===== config.mk =====
export PLATFORM = sky130hd
export DESIGN_NAME = hcbp_pack
export DESIGN_NICKNAME = d
export VERILOG_FILES = /design/src/rtl/core/hcbp_pkg.sv /design/src/rtl/core/hcbp_pack.sv
export SDC_FILE = /design/constraint.sdc
export NUM_CORES = 1
export LEC_CHECK = 0
export BUFFER_PORTS_ARGS = -buffer_cell sky130_fd_sc_hd__buf_2
export CAP_MARGIN = 20
export CORE_MARGIN = 1.5
export CORE_UTILIZATION = 65
export CTS_CLUSTER_DIAMETER = 60
export DETAILED_ROUTE_END_ITERATION = 8
export PLACE_DENSITY = 0.9
export SYNTH_ARGS = -nofsm -noshare
export SYNTH_HDL_FRONTEND = slang
export SYNTH_SLANG_ARGS = --single-unit

===== constraint.sdc =====
create_clock -name clk -period 8.7 [get_ports clk]
set_input_delay 0.435 -clock clk [delete_from_list [all_inputs] [get_ports clk]]
set_output_delay 0.435 -clock clk [all_outputs]
set_load 0.1 [all_outputs]

===== src/rtl/core/hcbp_pkg.sv =====
// Shared types and constants for the Huffman code bit packer.
package hcbp_pkg;

	localparam int CODE_W          = 32;
	localparam int LEN_W           = 6;
	localparam int SYM_W           = 8;
	localparam int BYTE_W          = 8;
	localparam int PEND_W          = 7;
	localparam int PCNT_W          = 3;
	localparam int MAX_RESULTS     = 4;
	localparam int NRES_W          = 3;
	localparam int ACC_W           = PEND_W + CODE_W;
	localparam int MAX_CODE_LEN_DEF = 32;

	localparam logic [1:0] CMD_LOAD   = 2'd0;
	localparam logic [1:0] CMD_ENCODE = 2'd1;
	localparam logic [1:0] CMD_FLUSH  = 2'd2;

	typedef struct packed {
		logic [1:0]        cmd;
		logic [SYM_W-1:0]  symbol;
		logic [CODE_W-1:0] code_bits;
		logic [LEN_W-1:0]  code_len;
	} in_item_t;

	typedef struct packed {
		logic [BYTE_W-1:0] out_byte;
		logic              last_of_run;
		logic              is_tail;
	} out_item_t;

	// Bytes produced by one item, first byte in the top lane.
	typedef struct packed {
		logic [MAX_RESULTS*BYTE_W-1:0] bytes;
		logic [NRES_W-1:0]             count;
		logic                          tail;
	} pack_res_t;

endpackage


===== src/rtl/core/hcbp_pack.sv =====
// Bit accumulator: joins pending bits with a code and splits whole bytes.
module hcbp_pack #(
	parameter int CodeW = 32
) (
	input  logic                        clk,
	input  logic                        arst_n,
	input  logic                        adv,
	input  logic [1:0]                  cmd,
	input  logic [CodeW-1:0]            code,
	input  logic [hcbp_pkg::LEN_W-1:0]  len,
	output hcbp_pkg::pack_res_t         res
);

	logic [hcbp_pkg::PEND_W-1:0] pend_bits_q;
	logic [hcbp_pkg::PCNT_W-1:0] pend_cnt_q;
	logic [hcbp_pkg::PEND_W-1:0] pend_bits_d;
	logic [hcbp_pkg::PCNT_W-1:0] pend_cnt_d;

	logic [hcbp_pkg::ACC_W-1:0]  acc;
	logic [hcbp_pkg::LEN_W-1:0]  total;
	logic [hcbp_pkg::ACC_W:0]    left_just;
	logic [hcbp_pkg::BYTE_W-1:0] tail_byte;

	always_comb begin
		acc = (hcbp_pkg::ACC_W'(pend_bits_q) << len)
			| hcbp_pkg::ACC_W'(code);
		total = hcbp_pkg::LEN_W'(pend_cnt_q) + len;
		// first bit of the run lands in the top bit of the word
		left_just = {1'b0, acc} << (hcbp_pkg::LEN_W'(hcbp_pkg::ACC_W + 1) - total);
		tail_byte = hcbp_pkg::BYTE_W'({1'b0, pend_bits_q}
			<< (4'd8 - {1'b0, pend_cnt_q}));

		res         = '0;
		pend_bits_d = pend_bits_q;
		pend_cnt_d  = pend_cnt_q;
		unique case (cmd)
			hcbp_pkg::CMD_ENCODE: begin
				res.bytes   = left_just[hcbp_pkg::ACC_W -: hcbp_pkg::MAX_RESULTS*hcbp_pkg::BYTE_W];
				res.count   = total[hcbp_pkg::LEN_W-1:3];
				pend_cnt_d  = total[2:0];
				pend_bits_d = acc[hcbp_pkg::PEND_W-1:0]
					& ~({hcbp_pkg::PEND_W{1'b1}} << total[2:0]);
			end
			hcbp_pkg::CMD_FLUSH: begin
				res.bytes[hcbp_pkg::MAX_RESULTS*hcbp_pkg::BYTE_W-1 -: hcbp_pkg::BYTE_W] =
					tail_byte;
				res.count   = (pend_cnt_q != '0) ? hcbp_pkg::NRES_W'(1) : '0;
				res.tail    = 1'b1;
				pend_cnt_d  = '0;
				pend_bits_d = '0;
			end
			default: begin
			end
		endcase
	end

	always_ff @(posedge clk or negedge arst_n) begin
		if (!arst_n) begin
			pend_bits_q <= '0;
			pend_cnt_q  <= '0;
		end else if (adv) begin
			pend_bits_q <= pend_bits_d;
			pend_cnt_q  <= pend_cnt_d;
		end
	end

endmodule


==> out/qor.csv <==
metric,value,unit
transition at the pin with the smallest max-transition slack,0.9266,ns
number of placed instances with taps included,841,
async set or reset register ratio after synthesis,100.0,%
"post-synthesis share of cell area spent on and, or, nand and nor gates",24.91,%
data required time of the worst path,8.27,ns
buffer cell driving the clock tree root,clkbuf_8,
Setup CP Type,reg -> out,
cell count after synthesis,715,
run status,finished clean,
arrival time of data at the critical path endpoint,5.42,ns
final worst-path cycle share,67.35,%
final RePlAce weighted congestion,1.064,
number of CTS-inserted buffers,3,
number of antenna violations at the first check in global routing,0,
maximum root-to-sink buffer count,2,
Layout Utilization,72.34,%
combinational family with the most area after synthesis,compound AO/OA/AOI/OAI gates,
Post-synth top flop,dfrtp_1,
clk_lat worst skew,0.24,ns
wire length of the first global-routing pass,31880,um
number of nets in the finished design,800,
HPWL after detailed placement,15220,um
min cycle time layout,5.860,ns
top cells by area in the synthesized netlist,"mux4_2 (6.1%), nand2_1 (5.3%), mux2i_1 (5.0%)",
sum of overflow across all layers after global routing,0,
number of instances resized during post-cts repair,0,
clk slew on worst S/H paths,0.05,ns
number of DRC markers after the initial detailed-route iteration,1316,
worst max-slew margin expressed relative to the limit,37.86,%
fraction of layout cells with a size suffix above 1,22.45,%
vertical die dimension,92.13,um
vias per std cell,7.816,
highest clock frequency the design can meet,170.7,MHz
Post-CTS Repair Setup Buffers,0,
post-synthesis xor/xnor area fraction,1.163,%
Crit. End Element,output pin,
count of max-cap constraint violations,0,
number of synthesized flops with an enable pin,0,
Tot GR Track Use,47.53,%
residual DRC count,0,
post-route non-filler standard cell count,846,
register area share after synthesis,4.846,%
ANT nets after route,0,
crit start category,flip-flop,
cell accounting for the most synthesized area,mux4_2,
netlist area before placement,0.005164,mm^2
number of antenna cells inserted,0,
setup tns final,0,ns
synthesized area divided by synthesized cell count,7.222,um^2
core area,0.007727,mm^2
share of the synthesized area in the top cell type,6.106,%
area of the die,0.008488,mm^2
number of synthesized register bits,10,
IO Count,79,
unrepaired setup endpoints after global routing,no,
number of library cell types mapped by synthesis,91,
Final Hold Viols,0,
worst hold path class,in -> async,
buffers added on ports,78,
floorplan die width,92.13,um
maximum clock skew at final layout,0.0007472,ns
number of cell rows,32,
number of vias after detailed routing,6612,
mux contribution to synthesized area,19.00,%
pin count of the biggest net entering global routing,57,
number of sinks driven by the clock tree,10,
First-pass DRT Iterations,6,
clock tree from TritonCTS,done,
via count of the first global-routing pass,5940,
Initial Util,66.82,%
setup violation total in the final timing report,0,
area overhead of the layout relative to synthesis,8.263,%
post-synthesis compound-gate area fraction,38.96,%
number of buffers inserted for hold repair after clock tree synthesis,0,
Final Routed Wirelength,20500,um
number of levels in the clock H-tree,1,
routed length per placed instance,24.23,um
syn_nets,770,
fraction of the mapped netlist area in adder cells,3.053,%
Pins Over Slew Limit,0,
Critical Path Fanout Max,51,
synthesis warning total,0,
[critical path, stage by stage, from the launching register on]
cell and delay [ns]:
dfrtp_1 0.68, ha_1 0.37, fa_1 0.56, inv_1 0.11
ha_1 0.22, inv_1 0.09, ha_1 0.30, buf_4 0.49
clkinv_1 0.13, buf_4 0.27, o2111ai_1 0.17, o21ai_0 0.27
o21a_1 0.24, mux4_2 0.46, and2_1 0.17, a211oi_1 0.37
buf_12 0.23
[state kept, by name, indices dropped and copies added (netlist names)]
name	flops
pend_bits_q	7
pend_cnt_q	3
[per-layer routing]
metal / track usage [%] / part of all wire (%) / vias up
met1: 64.27 / 37 / 2989
li1: - / - / 2862
met3: 8.624 / 14 / 124
met4: 24.62 / 6.7 / 0
met5: 0 / 0 / -
met2: 71.67 / 42 / 637
[Yosys cell counts (5+ instances only)]
master	instances
a21oi_1	46
nor3_1	12
o32ai_1	8
a21o_1	13
nor3b_1	5
nand3_1	16
o41ai_1	7
or3_1	6
nor2_1	68
a22o_1	5
a211oi_1	28
a311oi_1	5
o31ai_1	12
buf_4	9
buf_2	15
or2_2	6
and2_1	11
o211ai_1	10
nor2b_1	11
dfrtp_1	10
a32oi_1	8
o22ai_1	6
o21a_1	8
mux4_2	14
nand2b_1	9
inv_1	20
a31oi_1	10
o21ai_0	18
ha_1	11
a221oi_1	6
nand2_1	73
a211o_1	5
clkbuf_1	33
and3_1	9
a22oi_1	13
mux2i_1	26
mux2_2	23
[logic make-up after synthesis]
kind of cell             count (synthesis)
flip-flops                              10
buffers and inverters                   88
AND/OR/NAND/NOR                        255
adder cells (fa/ha/maj)                 12
XOR/XNOR                                 6
AO/OA/AOI/OAI                          270
multiplexers                            74
[path summary, 6_finish.rpt]
kind	startpoint	endpoint	slack (ns)	depth (start not counted)
min in group clk	code[3]	pend_bits_q[3]	0.59	3
setup reg to reg	pend_cnt_q[0]	pend_bits_q[0]	5.87	6
hold / removal	arst_n	pend_bits_q[6]	0.05	1
max in group asynchronous	arst_n	pend_cnt_q[1]	8.45	1
hold reg to reg	pend_cnt_q[2]	pend_cnt_q[2]	0.67	1
setup / recovery	pend_cnt_q[0]	res[20]	2.84	16
[per-stage QoR]
stage | area (um^2) | setup WS, ns | hold slack [ns]
3_3_place_gp | 5508 | 2.881 | 0.3007
3_5_place_dp | 5508 | 2.816 | 0.3103
6_report | 5590 | 2.840 | 0.05232
5_1_grt | 5590 | 2.622 | 0.06426
4_1_cts | 5563 | 2.720 | 0.05491
2_1_floorplan | 5164 | 2.353 | 0.1394
[final cells by class]
class                   count  area, um^2
multi-input cells         617        4529
fillers                   647        2137
repair buffers             89       538.0
flip-flops and latches     10       250.2
well taps                 102       127.6
inverters                  24       90.09
clock buffers               4       55.05
[cells in the final DEF (no fill, tap or decap), types with 5 or more instances in the layout]
cell type,synthesis,final
a211o_1,5,5
a211oi_1,28,28
a21o_1,13,13
a21oi_1,46,46
a221oi_1,6,5
a22o_1,5,5
a22oi_1,13,13
a311oi_1,5,5
a31oi_1,10,10
a32oi_1,8,8
and2_1,11,11
and3_1,9,9
buf_2,15,75
buf_4,9,10
dfrtp_1,10,10
ha_1,11,11
inv_1,20,20
mux2_2,23,23
mux2i_1,26,26
mux4_2,14,14
nand2_1,73,73
nand2b_1,9,9
nand3_1,16,16
nor2_1,68,68
nor2b_1,11,11
nor3_1,12,12
nor3b_1,5,5
o211ai_1,10,10
o21a_1,8,8
o21ai_0,18,18
o22ai_1,6,6
o31ai_1,12,12
o32ai_1,8,8
o41ai_1,7,7
or2_2,6,6
or3_1,6,6
Power is left out: the tool's default activity adds up to more than one toggle a clock period on the data nets, which glitch-free logic cannot reach.
