[src/rtl/core/hcbp_pkg.sv]
// Shared types and constants for the Huffman code bit packer.
package hcbp_pkg;

	localparam int CODE_W          = 32;
	localparam int LEN_W           = 6;
	localparam int SYM_W           = 8;
	localparam int BYTE_W          = 8;
	localparam int PEND_W          = 7;
	localparam int PCNT_W          = 3;
	localparam int MAX_RESULTS     = 4;
	localparam int NRES_W          = 3;
	localparam int ACC_W           = PEND_W + CODE_W;
	localparam int MAX_CODE_LEN_DEF = 32;

	localparam logic [1:0] CMD_LOAD   = 2'd0;
	localparam logic [1:0] CMD_ENCODE = 2'd1;
	localparam logic [1:0] CMD_FLUSH  = 2'd2;

	typedef struct packed {
		logic [1:0]        cmd;
		logic [SYM_W-1:0]  symbol;
		logic [CODE_W-1:0] code_bits;
		logic [LEN_W-1:0]  code_len;
	} in_item_t;

	typedef struct packed {
		logic [BYTE_W-1:0] out_byte;
		logic              last_of_run;
		logic              is_tail;
	} out_item_t;

	// Bytes produced by one item, first byte in the top lane.
	typedef struct packed {
		logic [MAX_RESULTS*BYTE_W-1:0] bytes;
		logic [NRES_W-1:0]             count;
		logic                          tail;
	} pack_res_t;

endpackage

[src/rtl/core/hcbp_outbuf.sv]
// Result buffer: holds up to four bytes of one item and sends one a cycle unless res stalls.
module hcbp_outbuf (
	input  logic                 clk,
	input  logic                 arst_n,
	input  logic                 load,
	input  hcbp_pkg::pack_res_t  res,
	output logic                 free,
	output logic                 res_valid,
	input  logic                 res_stall,
	output hcbp_pkg::out_item_t  res_data
);

	logic [hcbp_pkg::MAX_RESULTS*hcbp_pkg::BYTE_W-1:0] bytes_q;
	logic [hcbp_pkg::NRES_W-1:0]                       cnt_q;
	logic                                              tail_q;
	logic                                              take;

	assign res_valid = (cnt_q != '0);
	assign take      = res_valid && !res_stall;
	// empty, or the last byte leaves this cycle
	assign free      = (cnt_q == '0) || (cnt_q == hcbp_pkg::NRES_W'(1) && !res_stall);

	always_comb begin
		res_data.out_byte    = bytes_q[hcbp_pkg::MAX_RESULTS*hcbp_pkg::BYTE_W-1 -: hcbp_pkg::BYTE_W];
		res_data.last_of_run = (cnt_q == hcbp_pkg::NRES_W'(1));
		res_data.is_tail     = tail_q;
	end

	always_ff @(posedge clk or negedge arst_n) begin
		if (!arst_n) begin
			cnt_q <= '0;
		end else if (load) begin
			cnt_q <= res.count;
		end else if (take) begin
			cnt_q <= cnt_q - hcbp_pkg::NRES_W'(1);
		end
	end

	always_ff @(posedge clk) begin
		if (load) begin
			bytes_q <= res.bytes;
			tail_q  <= res.tail;
		end else if (take) begin
			bytes_q <= bytes_q << hcbp_pkg::BYTE_W;
		end
	end

endmodule

[config.mk]
export PLATFORM = sky130hd
export DESIGN_NAME = hcbp_outbuf
export DESIGN_NICKNAME = d
export VERILOG_FILES = /design/src/rtl/core/hcbp_pkg.sv /design/src/rtl/core/hcbp_outbuf.sv
export SDC_FILE = /design/constraint.sdc
export NUM_CORES = 1
export LEC_CHECK = 0
export ABC_AREA = 1
export BUFFER_PORTS_ARGS = -buffer_cell sky130_fd_sc_hd__buf_2
export CORE_MARGIN = 2
export CORE_UTILIZATION = 40
export CTS_CLUSTER_SIZE = 10
export DETAILED_ROUTE_END_ITERATION = 7
export MAX_ROUTING_LAYER = met4
export SLEW_MARGIN = 10
export SYNTH_ARGS = -nofsm -noshare
export SYNTH_HDL_FRONTEND = slang
export SYNTH_SLANG_ARGS = --single-unit
[constraint.sdc]
create_clock -name clk -period 1.9 [get_ports clk]
set_input_delay 0 -clock clk [delete_from_list [all_inputs] [get_ports clk]]
set_output_delay 0 -clock clk [all_outputs]
set_load 0.02 [all_outputs]
==> impl_metrics.py, run 1 <==
metrics = {
    "clocking": {
        "clkTransAtPathRegs_ns": 0.06,
        "cts_root_buf": "clkbuf_8",
        "cts_tree": "yes",
        "cts_buffer_depth": 2,
        "post_cts_buffers": 0,
        "h-tree-depth": 2,
        "numCtsBuffers": 5,
        "clock-sinks": 36,
        "insertion_delay_ns": 0.29,
    },
    "finish": {
        "drive_above_1_share": 0.267,
        "multi_input_comb_area_um2": 458,
        "instances_no_fill": 297,
        "n_antenna_cell": 0,
        "num-nets-final": 289,
        "seq_area_um2": 1070,
        "nFillCells": 348,
        "syn_to_final_growth_pct": 35.0,
    },
    "power_and_ir_drop": {
        "p_leak_nw": 1.16,
        "switching_share": 0.273,
        "seqPwrFrac": 0.527,
        "clkPwrFrac": 0.264,
        "p_sw_uw": 535,
        "power_frac_comb": 0.209,
        "p_int_mw": 1.43,
        "power.density_cell_area_nw_per_um2": 854,
        "irDropWorstVdd_mv": 0.442,
    },
    "worst_hold_path": {
        "min-delay-start": "res[23]",
        "holdCritPathClass": "primary input to register",
        "hold_depth": 3,
        "hold-path-endpoint": "bytes_q[19]",
    },
    "placement": {
        "io_buffers": 51,
        "dp_hpwl_um": 1810,
        "dp_cells": 259,
        "gp_congestion": 0.668,
        "pre_cts_ws_ns": 0.320,
    },
    "worst_setup_path": {
        "arrival_ns": 1.49,
        "cp_cell_sequence": "inv_1 -> ha_1 -> nand2_4 -> nand2_4 -> nand2_4",
        "cp_top_family": "simple AND/OR/NAND/NOR gates",
        "end_kind": "register",
        "criticalPathCategory": "register to register",
        "critical_path_buf_inv_count": 1,
        "r2r_setup_slack_ns": 0.34,
        "crit_required_ns": 1.83,
        "reg2reg_to": "bytes_q[13]",
        "r2r_cells": 5,
        "r2r-start": "cnt_q[0]",
        "max_stage_delay_ns": 0.37,
        "path_max_fanout": 37,
        "start_kind": "register",
        "crit_path_frequent_cell": "nand2_4",
        "critPathSlowestCell": "dfrtp_1",
    },
    "route": {
        "vias": 1247,
        "wirelength_um": 2990,
        "wl_per_cell_um": 10.1,
        "ant_nets": 0,
        "dr.pass1.iters": 4,
        "drc": 0,
        "viasPerCell": 4.20,
        "dr.first_iter.drc_count": 42,
    },
    "die": {
        "start_util": 0.419,
        "core_area_um2": 4060,
        "die_y_um": 69.2,
        "pin_count": 52,
        "die-width_um": 69.2,
        "row_count": 23,
        "die_area_um2": 4790,
    },
    "synthesis": {
        "synth_edf_count": 33,
        "ys_seq_area_frac": 0.626,
        "synth_nets": 214,
        "synth_top_cell_area_share": 0.582,
        "synthCells": 171,
        "async_flop_share": 0.0833,
        "synth_area_leaders": "edfxtp_1 (58%), nand2_1 (20%), buf_4 (4.9%)",
        "netlist_area_um2": 1700,
        "synthFlopType": "edfxtp_1",
        "yosys.cell_count.top_type": "nand2_1",
        "synth_top_cell_by_area": "edfxtp_1",
        "synth_commonest_cells": "nand2_1 (92), edfxtp_1 (33), inv_1 (13), buf_4 (11)",
        "yosysWarnings": 0,
        "avgSynthCellArea_um2": 9.95,
        "ys_seq_elements": 36,
        "synth.distinct_cells": 14,
    },
    "sta": {
        "finClkSkew_ns": 0.00673,
        "fin_crit_sh": 0.822,
        "slew_viol_final": 0,
        "tns_ns": 0,
        "timing.final.ws_setup_ns": 0.339,
        "fin_crit_ns": 1.56,
        "max_freq_mhz": 641,
        "worstMarginPinSlew_ns": 0.465,
        "setup_violations": 0,
        "relSlewSlack": 0.690,
        "hold_viol_final": 0,
        "grt_setup_unrepaired": "false",
    },
    "grt": {
        "grt_pass1_vias": 1230,
        "grt_usage": 0.143,
        "grt_max_degree": 38,
        "antenna_found_initial": 0,
        "grt_pass1_wl_um": 5170,
        "gr-total-overflow": 0,
    },
    "run_status": {
        "status": "finished clean",
    },
    "run": {
        "max_cap_violations": 0,
    },
}
-- tightest hold or removal path, delay by kind of cell --
kind | cells | cell delay (ns)
buf+inv | 1 | 0.07
simple gates | 2 | 0.11
-- worst max path at each step --
stage	startpoint	endpoint	slack [ns]	cells past startpoint
5_1_grt	cnt_q[0]	bytes_q[4]	0.24	5
2_1_floorplan	cnt_q[0]	bytes_q[0]	0.44	5
3_3_place_gp	cnt_q[0]	bytes_q[1]	0.38	5
4_1_cts	cnt_q[0]	bytes_q[4]	0.31	5
3_5_place_dp	cnt_q[0]	bytes_q[0]	0.32	5
6_report	cnt_q[0]	bytes_q[13]	0.34	5
-- routing by layer --
layer | wire length [um] | up-vias | GRT usage
li1 | - | 674 | -
met1 | 1280 | 531 | 0.148
met3 | 163 | 5 | 0.0538
met2 | 1500 | 37 | 0.252
met4 | 47 | 0 | 0.0458
met5 | 0 | - | -
-- through the flow --
step,utilization,instance area [um2],power [mW],hold WS [ns]
floorplan,-,1700,1.34,-0.296
global placement,0.471,1910,1.41,-0.198
detailed placement,0.471,1910,1.42,-0.198
CTS,0.566,2300,1.98,0.00495
global route,0.566,2300,2.08,0.00371
finish,0.566,2300,1.96,0.00654
-- layout by cell type (no fill, tap or decap), types with 2 or more instances in the layout --
cell type / netlist / final
buf_2: 1 / 51
buf_4: 11 / 2
clkbuf_8: 0 / 5
dfrtp_1: 3 / 3
dlygate4sd3_1: 0 / 30
edfxtp_1: 33 / 33
ha_1: 3 / 3
inv_1: 13 / 13
inv_2: 2 / 2
nand2_1: 92 / 92
nand2_4: 3 / 3
nand3_1: 2 / 2
o21ai_1: 2 / 2
o21ai_2: 2 / 2
-- logic make-up (layout without fill, tap and decap cells) --
family / after synthesis / in the layout / synth area share
flip-flops: 36 / 36 / 0.626
AND/OR/NAND/NOR: 98 / 98 / 0.231
adder cells (fa/ha/maj): 3 / 3 / 0.0221
buffers and inverters: 30 / 106 / 0.104
AO/OA/AOI/OAI: 4 / 4 / 0.0162
-- cell type report --
| class | instances | share of cell area |
|---|---|---|
| Multi-Input combinational cell | 105 | 0.199 |
| Inverter | 15 | 0.0245 |
| Timing Repair Buffer | 83 | 0.248 |
| Tap cell | 50 | 0.0272 |
| Clock buffer | 6 | 0.0316 |
| Sequential cell | 36 | 0.464 |
| Clock inverter | 2 | 0.00490 |
-- power groups by stage --
stage	Clock [mW]	Sequential, mW	Combinational, mW
CTS	0.528	1.04	0.416
detailed placement	0	1.05	0.368
floorplan	0	1.05	0.291
finish	0.517	1.03	0.411
global route	0.569	1.05	0.460
global placement	0	1.05	0.361
-- sequential cells by signal, summed over array words and instances (netlist names) --
name,flops
tail_q,1
cnt_q,3
bytes_q,32
-- repair_timing --
action	4_1_cts	5_1_grt
endpoints found under the hold margin	32	0
gates resized for setup	0	0
hold buffers	30	0
(Power assumes the default switching activity.)
==> inputs of run 2 (changes only) <==
Settings changed: PLACE_DENSITY set to 0.67.
Clock period 1.9 ns to 1.4 ns, I/O delays scaled along.
==> run 2 against run 1 <==
  * Non-clock buffer count is 4 lower
  * Highest routed layer unchanged
  * Sequential cell count stayed put
  * Critical endpoint is now free
  * Combinational power is 48% higher
  * Critical path type is now register to output pin
==> impl_metrics.py, run 2 (synthesis results as in run 1) <==
metrics = {
    "run_status": {
        "status": "finished clean",
    },
    "route": {
        "wl_per_cell_um": 10.1,
        "drc": 0,
        "vias": 1242,
        "viasPerCell": 4.22,
        "dr.pass1.iters": 4,
        "ant_nets": 0,
        "wirelength_um": 2980,
        "dr.first_iter.drc_count": 29,
    },
    "sta": {
        "fin_crit_sh": 0.959,
        "tns_ns": 0,
        "fin_crit_ns": 1.34,
        "grt_setup_unrepaired": "true",
        "finClkSkew_ns": 0.00671,
        "worstMarginPinSlew_ns": 0.308,
        "timing.final.ws_setup_ns": 0.0570,
        "max_freq_mhz": 745,
        "relSlewSlack": 0.794,
        "hold_viol_final": 0,
        "whs_ns": 0.00334,
        "setup_violations": 0,
        "slew_viol_final": 0,
    },
    "clocking": {
        "cts_buffer_depth": 2,
        "cts_root_buf": "clkbuf_8",
        "insertion_delay_ns": 0.28,
        "numCtsBuffers": 5,
        "post_cts_buffers": 0,
        "clock-sinks": 36,
        "h-tree-depth": 2,
        "cts_tree": "yes",
        "clkTransAtPathRegs_ns": 0.06,
    },
    "worst_setup_path": {
        "cp_top_family": "flip-flops",
        "criticalPathCategory": "register to output pin",
        "crit_required_ns": 1.40,
        "start_kind": "register",
        "end_kind": "output pin",
        "arrival_ns": 1.34,
        "critPathSlowestCell": "dfrtp_1",
        "critical_path_buf_inv_count": 4,
        "max_stage_delay_ns": 0.36,
        "cp_cell_sequence": "inv_1 -> buf_4 -> ha_1 -> inv_1 -> nor2_2 -> nand2_1 -> nand2_1 -> buf_6",
        "path_max_fanout": 3,
    },
    "finish": {
        "largest_register_ffs": 32,
        "final_common_cell": "nand2_1",
        "drive_above_1_share": 0.287,
        "syn_to_final_growth_pct": 34.2,
        "reg_top3": "bytes_q (32), cnt_q (3), tail_q (1)",
        "n_antenna_cell": 0,
        "nFillCells": 384,
        "num-nets-final": 286,
        "regMostFlops": "bytes_q",
        "finalCoreUtilization": 0.563,
        "instances_no_fill": 294,
        "design_area_um2": 2280,
        "final_cell_mix": "nand2_1 (92), buf_2 (50), edfxtp_1 (33), dlygate4sd3_1 (23), inv_1 (13)",
    },
    "die": {
        "die-width_um": 69.2,
        "core_area_um2": 4060,
        "start_util": 0.419,
        "die_y_um": 69.2,
        "pin_count": 52,
        "die_area_um2": 4790,
        "row_count": 23,
    },
    "grt": {
        "grt_pass1_vias": 1206,
        "grt_max_degree": 38,
        "antenna_found_initial": 0,
        "grt_pass1_wl_um": 4890,
        "gr-total-overflow": 0,
        "grt_usage": 0.135,
    },
    "power_and_ir_drop": {
        "irDropWorstVdd_mv": 0.483,
        "p_leak_nw": 1.16,
        "power.density_cell_area_nw_per_um2": 1180,
        "total_power_mw": 2.69,
    },
    "placement": {
        "dp_hpwl_um": 2000,
        "placed_cell_area_um2": 1940,
        "gp_congestion": 0.710,
        "pre_cts_ws_ns": 0.0224,
        "io_buffers": 51,
        "dp_cells": 262,
    },
    "run": {
        "max_cap_violations": 0,
    },
    "worst_hold_path": {
        "holdCritPathClass": "primary input to register",
    },
}
run 2: cell count changes in the layout (fill, tap and decap cells not counted), sizes merged:
cell	delta
buf	+3
clkbuf	+1
clkinvlp	-1
dlygate4sd3	-7
nand2	+1
run 2: power breakdown:
part | total, mW | internal [mW] | switching (mW)
registers | 1.41 | 1.36 | 0.0484
logic | 0.610 | 0.258 | 0.352
clock network | 0.670 | 0.346 | 0.325
run 2: routing by layer:
layer / part of all wire / vias to the layer above / GRT usage
met4: 0.011 / 0 / 0.0392
met2: 0.53 / 38 / 0.251
met3: 0.060 / 6 / 0.0523
met5: 0 / - / -
met1: 0.40 / 528 / 0.126
li1: - / 670 / -
run 2: path summary, 6_finish.rpt:
kind                            cells after the start        from  slack (ns)     endpoint
worst min-delay path                                3     res[25]       0.003  bytes_q[21]
worst max register to register                      5    cnt_q[0]        0.08  bytes_q[12]
max in group asynchronous                           2      arst_n        1.24     cnt_q[1]
worst min register to register                      2  bytes_q[6]        0.51  bytes_q[14]
min in group asynchronous                           2      arst_n        0.04     cnt_q[2]
worst max-delay path                                8    cnt_q[1]        0.06         free
run 2: timing repair:
action,in CTS,in global routing
setup endpoints to repair,0,36
hold buffers,23,0
gates resized for setup,0,4
hold endpoints to repair,25,0
run 2: layout make-up:
type / count / area (um2) / area share
timing repair buffer: 79 / 529 / 0.232
inverter: 15 / 56.3 / 0.0247
clock inverter: 1 / 3.75 / 0.00164
multi-input combinational: 106 / 489 / 0.214
sequential: 36 / 1070 / 0.467
tap: 50 / 62.6 / 0.0274
clock buffer: 7 / 76.3 / 0.0334
run 2: worst min-delay path, cell delays in order:
cell,delay [ns]
buf_2,0.09
nand2_1,0.04
nand2_1,0.05
